**src/rtl/core/ladsr_pkg.sv**
```systemverilog
// ----------------------------------------------------------------------------
// Linear ADSR envelope package
// Types, register indexes, request codes and reset values for the envelope.
// ----------------------------------------------------------------------------
package ladsr_pkg;

	localparam int unsigned LevelW  = 24;
	localparam int unsigned SampleW = 24;
	localparam int unsigned AStepW  = 23;

	typedef enum logic [1:0] {
		REQ_TICK     = 2'd0,
		REQ_NOTE_ON  = 2'd1,
		REQ_NOTE_OFF = 2'd2,
		REQ_STOP     = 2'd3
	} req_t;

	typedef enum logic [2:0] {
		CFG_ATTACK_STEP   = 3'd0,
		CFG_DECAY_STEP    = 3'd1,
		CFG_RELEASE_STEP  = 3'd2,
		CFG_PEAK_LEVEL    = 3'd3,
		CFG_SUSTAIN_LEVEL = 3'd4,
		CFG_RELEASE_FLOOR = 3'd5
	} cfg_idx_t;

	typedef enum logic [4:0] {
		ST_IDLE    = 5'b00001,
		ST_ATTACK  = 5'b00010,
		ST_DECAY   = 5'b00100,
		ST_SUSTAIN = 5'b01000,
		ST_RELEASE = 5'b10000
	} stage_t;

	localparam logic [AStepW-1:0]         AttackStepRst   = 23'd12691;
	localparam logic signed [LevelW-1:0]  DecayStepRst    = -24'sd671;
	localparam logic signed [LevelW-1:0]  ReleaseStepRst  = -24'sd166;
	localparam logic [LevelW-1:0]         PeakLevelRst    = 24'd8388608;
	localparam logic [LevelW-1:0]         SustainLevelRst = 24'd1677722;
	localparam logic [LevelW-1:0]         ReleaseFloorRst = 24'd0;

	localparam logic [LevelW-1:0]  LevelMax  = 24'hFFFFFF;
	localparam logic [SampleW-1:0] SampleMax = 24'h7FFFFF;
	localparam logic [SampleW-1:0] SampleMin = 24'h800000;

endpackage

```
**src/rtl/core/linear_adsr_envelope_unit.sv**
```systemverilog
// ----------------------------------------------------------------------------
// Linear ADSR envelope unit
// Linear attack/decay/sustain/release envelope applied to a 24-bit stream.
// ----------------------------------------------------------------------------
// Usage:
//   Input channel s_*: s_tuser carries the request (tick, note on, note off,
//   stop), s_tdata the signed sample. Ticks give one result each on m_*;
//   control transactions only change the envelope stage and give none.
//   Output m_tdata carries sample_out and level, m_tuser the idle flag.
//   Configuration channel cfg_*: index and data, always ready; write only
//   while the block holds no transaction in flight.
//   Path: a result goes through the input register, the level update
//   register and the product register before it appears on m_*.
//   Throughput: one transaction per cycle while m_tready allows, set by the
//   combinational level update; the multiply sits in its own stage.
//   Reset: asynchronous, clears the pipeline, the stage goes idle at level
//   zero and the step and level registers take their defaults.
//   Stall: a held result keeps its register; the stages behind it keep
//   accepting until each is full, then s_tready drops.
// ----------------------------------------------------------------------------
module linear_adsr_envelope_unit (
	input  logic        clk,
	input  logic        arst_n,
	input  logic        s_tvalid,
	output logic        s_tready,
	input  logic [23:0] s_tdata,   // [23:0] sample_in
	input  logic [1:0]  s_tuser,   // [1:0] req_type
	output logic        m_tvalid,
	input  logic        m_tready,
	output logic [47:0] m_tdata,   // [23:0] sample_out, [47:24] level
	output logic        m_tuser,   // [0] idle
	input  logic        cfg_valid,
	output logic        cfg_ready,
	input  logic [2:0]  cfg_index,
	input  logic [23:0] cfg_data
);

	logic [ladsr_pkg::AStepW-1:0]        attack_step_q;
	logic signed [ladsr_pkg::LevelW-1:0] decay_step_q;
	logic signed [ladsr_pkg::LevelW-1:0] release_step_q;
	logic [ladsr_pkg::LevelW-1:0]        peak_level_q;
	logic [ladsr_pkg::LevelW-1:0]        sustain_level_q;
	logic [ladsr_pkg::LevelW-1:0]        release_floor_q;

	ladsr_pkg::stage_t             stage_q;
	ladsr_pkg::stage_t             stage_d;
	logic [ladsr_pkg::LevelW-1:0]  level_q;
	logic [ladsr_pkg::LevelW-1:0]  level_d;

	logic                                 valid_s1;
	ladsr_pkg::req_t                      req_s1;
	logic signed [ladsr_pkg::SampleW-1:0] sample_s1;

	logic                                 valid_s2;
	logic signed [ladsr_pkg::SampleW-1:0] sample_s2;
	logic [ladsr_pkg::LevelW-1:0]         level_s2;
	logic                                 idle_s2;

	logic                                 out_valid_q;
	logic [ladsr_pkg::SampleW-1:0]        out_sample_q;
	logic [ladsr_pkg::LevelW-1:0]         out_level_q;
	logic                                 out_idle_q;

	logic                adv_out;
	logic                adv_s2;
	logic                take_s1;
	logic signed [25:0]  step_ext;
	logic signed [25:0]  level_sum;
	logic [ladsr_pkg::LevelW-1:0] level_sat;
	logic signed [48:0]  product;
	logic signed [25:0]  prod_shr;
	logic [ladsr_pkg::SampleW-1:0] scaled;

	assign cfg_ready = 1'b1;

	always_ff @(posedge clk or negedge arst_n) begin
		if (!arst_n) begin
			attack_step_q   <= ladsr_pkg::AttackStepRst;
			decay_step_q    <= ladsr_pkg::DecayStepRst;
			release_step_q  <= ladsr_pkg::ReleaseStepRst;
			peak_level_q    <= ladsr_pkg::PeakLevelRst;
			sustain_level_q <= ladsr_pkg::SustainLevelRst;
			release_floor_q <= ladsr_pkg::ReleaseFloorRst;
		end else if (cfg_valid) begin
			unique case (ladsr_pkg::cfg_idx_t'(cfg_index))
				ladsr_pkg::CFG_ATTACK_STEP:   attack_step_q   <= cfg_data[22:0];
				ladsr_pkg::CFG_DECAY_STEP:    decay_step_q    <= cfg_data;
				ladsr_pkg::CFG_RELEASE_STEP:  release_step_q  <= cfg_data;
				ladsr_pkg::CFG_PEAK_LEVEL:    peak_level_q    <= cfg_data;
				ladsr_pkg::CFG_SUSTAIN_LEVEL: sustain_level_q <= cfg_data;
				ladsr_pkg::CFG_RELEASE_FLOOR: release_floor_q <= cfg_data;
				default: ;
			endcase
		end
	end

	assign adv_out  = !out_valid_q || m_tready;
	assign adv_s2   = !valid_s2 || adv_out;
	assign s_tready = !valid_s1 || adv_s2;
	assign take_s1  = valid_s1 && adv_s2;

	always_ff @(posedge clk or negedge arst_n) begin
		if (!arst_n) begin
			valid_s1 <= 1'b0;
		end else if (s_tready) begin
			valid_s1 <= s_tvalid;
		end
	end

	always_ff @(posedge clk) begin
		if (s_tready && s_tvalid) begin
			req_s1    <= ladsr_pkg::req_t'(s_tuser);
			sample_s1 <= s_tdata;
		end
	end

	always_comb begin
		unique case (stage_q)
			ladsr_pkg::ST_ATTACK:  step_ext = $signed({3'b000, attack_step_q});
			ladsr_pkg::ST_DECAY:   step_ext = 26'(decay_step_q);
			ladsr_pkg::ST_RELEASE: step_ext = 26'(release_step_q);
			default:               step_ext = '0;
		endcase
		level_sum = $signed({2'b00, level_q}) + step_ext;
		if (level_sum[25]) begin
			level_sat = '0;
		end else if (level_sum[24]) begin
			level_sat = ladsr_pkg::LevelMax;
		end else begin
			level_sat = level_sum[23:0];
		end
	end

	always_comb begin
		stage_d = stage_q;
		level_d = level_q;
		unique case (req_s1)
			ladsr_pkg::REQ_NOTE_ON:  stage_d = ladsr_pkg::ST_ATTACK;
			ladsr_pkg::REQ_NOTE_OFF: stage_d = ladsr_pkg::ST_RELEASE;
			ladsr_pkg::REQ_STOP:     stage_d = ladsr_pkg::ST_IDLE;
			default: begin
				unique case (stage_q)
					ladsr_pkg::ST_ATTACK: begin
						level_d = level_sat;
						if (level_sat >= peak_level_q) begin
							level_d = peak_level_q;
							stage_d = ladsr_pkg::ST_DECAY;
						end
					end
					ladsr_pkg::ST_DECAY: begin
						level_d = level_sat;
						if (level_sat <= sustain_level_q) begin
							level_d = sustain_level_q;
							stage_d = ladsr_pkg::ST_SUSTAIN;
						end
					end
					ladsr_pkg::ST_SUSTAIN: ;
					ladsr_pkg::ST_RELEASE: begin
						level_d = level_sat;
						if (level_sat <= release_floor_q) begin
							level_d = '0;
							stage_d = ladsr_pkg::ST_IDLE;
						end
					end
					default: stage_d = ladsr_pkg::ST_IDLE;
				endcase
			end
		endcase
	end

	always_ff @(posedge clk or negedge arst_n) begin
		if (!arst_n) begin
			stage_q  <= ladsr_pkg::ST_IDLE;
			level_q  <= '0;
			valid_s2 <= 1'b0;
		end else begin
			if (take_s1) begin
				stage_q <= stage_d;
				level_q <= level_d;
			end
			if (adv_s2) begin
				valid_s2 <= take_s1 && (req_s1 == ladsr_pkg::REQ_TICK);
			end
		end
	end

	always_ff @(posedge clk) begin
		if (take_s1) begin
			sample_s2 <= sample_s1;
			level_s2  <= level_d;
			idle_s2   <= (stage_d == ladsr_pkg::ST_IDLE);
		end
	end

	assign product  = sample_s2 * $signed({1'b0, level_s2});
	assign prod_shr = product[48:23];

	always_comb begin
		if (idle_s2) begin
			scaled = '0;
		end else if ((prod_shr[25:23] == 3'b000) || (prod_shr[25:23] == 3'b111)) begin
			scaled = prod_shr[23:0];
		end else if (prod_shr[25]) begin
			scaled = ladsr_pkg::SampleMin;
		end else begin
			scaled = ladsr_pkg::SampleMax;
		end
	end

	always_ff @(posedge clk or negedge arst_n) begin
		if (!arst_n) begin
			out_valid_q <= 1'b0;
		end else if (adv_out) begin
			out_valid_q <= valid_s2;
		end
	end

	always_ff @(posedge clk) begin
		if (adv_out && valid_s2) begin
			out_sample_q <= scaled;
			out_level_q  <= level_s2;
			out_idle_q   <= idle_s2;
		end
	end

	assign m_tvalid = out_valid_q;
	assign m_tdata  = {out_level_q, out_sample_q};
	assign m_tuser  = out_idle_q;

`ifndef ASSERT_OFF
	a_ctrl_no_result: assert property (@(posedge clk) disable iff (!arst_n)
		(take_s1 && req_s1 != ladsr_pkg::REQ_TICK) |=> !valid_s2)
		else $error("control transaction produced a result");

	a_sustain_hold: assert property (@(posedge clk) disable iff (!arst_n)
		(take_s1 && req_s1 == ladsr_pkg::REQ_TICK && stage_q == ladsr_pkg::ST_SUSTAIN)
		|=> (level_q == $past(level_q)))
		else $error("sustain tick changed the level");

	a_idle_silent: assert property (@(posedge clk) disable iff (!arst_n)
		(m_tvalid && m_tuser) |-> (m_tdata[23:0] == 24'd0))
		else $error("idle result with non-zero sample");

	a_release_end: assert property (@(posedge clk) disable iff (!arst_n)
		(take_s1 && req_s1 == ladsr_pkg::REQ_TICK && stage_q == ladsr_pkg::ST_RELEASE
		&& stage_d == ladsr_pkg::ST_IDLE) |=> (level_q == '0))
		else $error("release ended with non-zero level");
`endif

endmodule

```
**config.mk**
```make
export PLATFORM = sky130hd
export DESIGN_NAME = linear_adsr_envelope_unit
export DESIGN_NICKNAME = d
export VERILOG_FILES = /design/src/rtl/core/ladsr_pkg.sv /design/src/rtl/core/linear_adsr_envelope_unit.sv
export SDC_FILE = /design/constraint.sdc
export NUM_CORES = 2
export LEC_CHECK = 0
export BUFFER_PORTS_ARGS = -buffer_cell sky130_fd_sc_hd__buf_2
export CAP_MARGIN = 20
export CORE_ASPECT_RATIO = 0.9
export CORE_MARGIN = 2
export CORE_UTILIZATION = 33
export CTS_CLUSTER_SIZE = 30
export DETAILED_ROUTE_END_ITERATION = 6
export SKIP_LAST_GASP = 1
export SYNTH_ARGS = -nofsm -noshare
export SYNTH_HDL_FRONTEND = slang
export SYNTH_SLANG_ARGS = --single-unit
export TNS_END_PERCENT = 1
```
**constraint.sdc**
```tcl
create_clock -name clk -period 8.5 [get_ports clk]
set_input_delay 1.275 -clock clk [delete_from_list [all_inputs] [get_ports clk]]
set_output_delay 1.275 -clock clk [all_outputs]
set_load 0.02 [all_outputs]
```
== Word-level counts from Yosys, hierarchy flattened ==
Cells that the tools add are included.

* Logic and storage cells: 74
* Output and inout bits: 52
* Flip-flop bits (word level): 299
* Memory bits (writable): 0
* Memories: 0
* Memory bits (read-only): 0
* Bits in latches: 0
* Input bits: 58

* $lt $le $gt $ge: 3
* $mul: 1
* Divide/modulo/power cells: 0
* Multiplexer cells: 15
* Shift-type cells: 0
* Add/subtract/negate cells: 1
* Eq/ne operators: 14
* Reduce and logical (&&, ||, !) cells: 21
* Bitwise logic cells: 0

{| class="wikitable"
|+ Operators with widths
! operator !! count
|-
| 2-to-1 mux 24 bit || 8
|-
| case mux 26 bit (3 select lines) || 1
|-
| case mux 24 bit (3 select lines) || 1
|-
| multiplier 24 x 25 -> 49 bit || 1
|-
| less-or-equal comparator 24 bit || 2
|-
| adder 25 x 26 -> 26 bit || 1
|-
| greater-or-equal comparator 24 bit || 1
|-
| case mux 5 bit (4 select lines) || 1
|-
| 2-to-1 mux 5 bit || 3
|-
| case mux 5 bit (3 select lines) || 1
|-
| AND reduction 2 bit || 6
|-
| == test 3 bit (second input constant) || 3
|-
| == test 3 x 2 -> 1 bit (second input constant) || 2
|-
| logical NOT 3 bit || 2
|-
| == test 5 x 1 -> 1 bit (second input constant) || 1
|-
| == test 5 x 2 -> 1 bit (second input constant) || 1
|-
| == test 5 x 3 -> 1 bit (second input constant) || 1
|-
| == test 5 x 4 -> 1 bit (second input constant) || 1
|-
| == test 5 bit (second input constant) || 1
|-
| == test 2 bit (second input constant) || 2
|-
| logical AND 1 bit || 4
|-
| logical OR 1 bit || 4
|-
| == test 3 x 1 -> 1 bit (second input constant) || 1
|-
| logical NOT 1 bit || 3
|-
| 3 further kinds || 3
|}

== Depth between registers and ports, before layout ==
* Word-level depth: 10
* Mapped depth: 32
* Depth with buffers taken out: 29

== Worst setup path after synthesis ==
OpenSTA, ideal clock, no wires.

* Path type: flip-flop to flip-flop
* Start point: register sample_s2[0] (netlist name)
* End point: register out_sample_q[13] (netlist name) (data pin)
* Library setup time: 0.271 ns
* Slack: 1.347 ns
* Clock period less this slack: 7.153 ns
* Arrival time: 6.882 ns
* Cell stages (with the launch flop): 28
* Path buffers: 2
* Data required time: 8.229 ns
* Path through: edfxtp_1 -> clkbuf_1 -> and2_1 -> fa_1 -> inv_1 -> fa_1 -> inv_1 -> fa_1 -> inv_1 -> fa_1 -> inv_1 -> fa_1 -> inv_1 -> fa_1 -> inv_1 -> fa_1 -> ha_1 -> a21o_1 -> a21o_1 -> a21oi_1 -> o21ai_0 -> o2111ai_1 -> nand3_1 -> a2111oi_0 -> a2111oi_0 -> o211ai_1 -> clkbuf_1 -> o21ai_0

* Word-level cells in the longest chain between the ends: 4
* Elaborated cells between the ends (all ways): 6
* Those cells by class: 1 x mul; 1 x eq/ne; 2 x mux; 2 x reduce/logical

{| class="wikitable"
|+ Ends and longest elaborated chain
! item !! RTL line !! RTL
|-
| start, declared || linear_adsr_envelope_unit.sv:55 || <nowiki>logic signed [ladsr_pkg::SampleW-1:0] sample_s2;</nowiki>
|-
| start signal, assigned || linear_adsr_envelope_unit.sv:189 || <nowiki>sample_s2 <= sample_s1;</nowiki>
|-
| multiplier 24 x 25 -> 49 bit * || linear_adsr_envelope_unit.sv:195 || <nowiki>assign product = sample_s2 * $signed({1'b0, level_s2});</nowiki>
|-
| == test 3 bit / logical NOT 3 bit (equally long branches) || linear_adsr_envelope_unit.sv:201 || <nowiki>end else if ((prod_shr[25:23] == 3'b000) || (prod_shr[25:23] == 3'b111)) begin</nowiki>
|-
| logical OR 1 bit || linear_adsr_envelope_unit.sv:201 ||
|-
| 2-to-1 mux 24 bit * || linear_adsr_envelope_unit.sv:201 ||
|-
| end signal, assigned || linear_adsr_envelope_unit.sv:220 || <nowiki>out_sample_q <= scaled;</nowiki>
|-
| end, declared || linear_adsr_envelope_unit.sv:60 || <nowiki>logic [ladsr_pkg::SampleW-1:0] out_sample_q;</nowiki>
|}

Every way passes the cells marked *; elsewhere a longest branch is shown, timed or not.
A chain may end at the register's enable or synchronous reset.

== Worst setup path after layout ==
* Start point: register sample_s2[10] (netlist name)
* End point: register out_sample_q[9] (netlist name) (data pin)

The elaborated chain is that of the path after synthesis.

==> impl_results.md <==
- First-pass GRT wire length: 141 mm
- Core area: 0.100 sq mm
- Buffers & Inverters on Critical Path: 7
- Unique cell type count in the Yosys netlist: 91
- Initial antenna violation count: 6
- RSZ-0062 raised after global routing: false
- Later-pin clock latency in the skew report: just under 0.6 ns
- CTS tree: built
- Setup CP Type: reg -> reg
- Post-cts sizing count: 0
- Slew @ Worst Pin: 0.968 ns
- Ys Warns: 0
- DR iter-0 viols: 1,666
- Vias in the first global route: 24,242
- CP Launch Type: flip-flop
- Share of the cycle needed by the critical path after routing: 0.944
- Vias: approximately 24,000
- Slowest cell on the critical path: edfxtp_1
- Net Count, Synth: ~4,200
- GR Overflow Total: 0
- IO Pins: between 100 and 150
- Clk buf depth: 3
- Gate count after technology mapping: 3,336
- Postcts setup bufs: 0
- Fin nets: 4,247
- RD Place Congestion: 0.873
- Die Span X: 339 microns
- Worst-path maximum fanout: 24
- Family with the most delay on the worst path: adder cells
- Global Route Usage Sum: 0.173
- Post-DP HPWL: 71.4 mm
- Final Skew: 0.0411 ns
- CP endpoint kind: flip-flop
- FF+latch count, synth: 299
- Status: complete, no violations
- Share of layout cells above drive strength 1: 0.140
- M1 wire length: 41.4 mm
- Std cell rows: 110
- Final ANT Viol Nets: 0
- Worst Path Arrival: 8.33 ns
- Die Ht: 306 microns
- Relative slew slack: 0.354
- Largest net degree at the start of global routing: 79
- Crit-path max cell delay: roughly 0.97 ns
- HP Class: reg -> reg
- Predominant post-synthesis flop cell: edfxtp_1
- Reg2reg setup slack: 0.48 ns
- P&R area growth vs syn: 10.9%
- H-tree Lvls: 2
- Setup TNS: 0 ns
- Max-cap violations: 0
- Seq/Total Area, Yosys: 0.245
- Minimum clock period: 8.02 ns
- DRC viols: 0
- Root Driver: clkbuf_16
- Starting Density: 0.333
- DRT Wirelength: around 89 mm
- EDFF count, synth: around 120
- Placed cell area: 0.0358 sq mm
- Syn avg cell area: 10.0 sq um
- WL met3: 5.43 mm
- Routed len/inst: 18.6 microns
- Pins over their slew limit: 0
- CTS buffer count: 37
- Clock-pin slew on the worst setup and hold paths: 0.06 ns
- Hold-fix buffers, CTS: 0
- # clock sinks: 299
- Synth Cell Area: 0.0334 sq mm
- DR top layer: met5
- Final hold violation count: 0
- Ant. Diodes: 0
- Vias per Instance: 4.97
- Async S/R FF share, synth: 0.585
- Commonest non-fill, non-tap cell in the layout: inv_1
- Final setup fails: 0
- Post-route cell area: 0.0371 sq mm
- Fillcell total: around 10,000
- DRT Pass-1 Iters: 6
- Critical path required time: 8.81 ns
- Met2 wire length: 40.5 mm
- Max Freq: roughly 0.12 GHz
- Die Area: 0.104 sq mm
- Port Buf Inserts: about 110
- CP most frequent cell: fa_1
- Highest-count cells in the layout ignoring fill and taps: 627 x inv_1, 482 x fa_1, 436 x nand2_1
logic make-up (layout without fill, tap and decap cells):
group	count (synthesis)	after routing	share of synthesized area
buf+inv	782	897	0.0885
fa+ha+maj	770	770	0.397
mux	130	130	0.0437
compound gates	435	435	0.0883
flops	299	299	0.245
simple gates	871	871	0.125
other cells	1	1	0.000112
xor+xnor	48	48	0.0128
final timing paths:
kind	start	to	cells after the start
min in group asynchronous	arst_n	decay_step_q[7]	1
setup / recovery	sample_s2[10]	out_sample_q[9]	26
hold reg to reg	sample_s1[1]	sample_s2[1]	0
setup reg to reg	sample_s2[10]	out_sample_q[9]	26
max in group asynchronous	arst_n	stage_q[3]	3
hold / removal	sample_s1[1]	sample_s2[1]	0
cell usage after synthesis (24+ instances only):
master	count	area (sq um)
nand2b_1	33	206
dfrtp_1	117	2930
clkbuf_1	141	529
a21o_1	35	263
a31oi_1	49	307
inv_1	627	2350
a21oi_1	93	465
dfstp_2	58	1520
fa_1	482	9650
ha_1	285	3570
edfxtp_1	124	3720
o21ai_0	80	400
nor2_1	88	330
xnor2_1	27	236
and2_1	192	1200
nand2_1	436	1640
nand4_1	24	150
mux2_2	127	1430
per-layer routing:
layer / global-route usage / vias up
met5: 0 / -
met4: 0.0378 / 2
met3: 0.0272 / 96
met2: 0.275 / 656
met1: 0.248 / 12164
li1: - / 10890
state kept, by name, summed over array words and instances, names as in the netlist:
name / count
attack_step_q: 23
decay_step_q: 24
idle_s2: 1
level_q: 24
level_s2: 24
m_tuser: 1
m_tvalid: 1
out_level_q: 24
out_sample_q: 24
peak_level_q: 24
release_floor_q: 24
release_step_q: 24
req_s1: 2
sample_s1: 24
sample_s2: 24
stage_q: 5
sustain_level_q: 24
valid_s1: 1
valid_s2: 1
layout make-up:
| cell class | instances | area, sq um | area share |
|---|---|---|---|
| clock buffer | 45 | 997 | 0.0269 |
| clock inverter | 23 | 219 | 0.00591 |
| inverter | 629 | 2360 | 0.0637 |
| multi-input combinational | 2255 | 22400 | 0.603 |
| sequential | 299 | 8180 | 0.221 |
| tap | 1344 | 1680 | 0.0454 |
| timing repair buffer | 200 | 1260 | 0.0341 |
metrics by stage:
| stage | setup WS (ns) | hold slack [ns] | util | instances |
|---|---|---|---|---|
| final | 0.478 | 0.422 | 0.370 | 4795 |
| after global routing | 0.0107 | 0.429 | 0.370 | 4795 |
| after CTS | 0.456 | 0.427 | 0.370 | 4795 |
| after detailed placement | 0.455 | 0.411 | 0.358 | 4727 |
| after global placement | 0.571 | 0.401 | 0.358 | 4727 |
| after floorplan | 1.35 | 0.400 | - | 3336 |
Power is not shown: default switching activity piles up to over one toggle a cycle in this logic, so the estimate is an artifact.
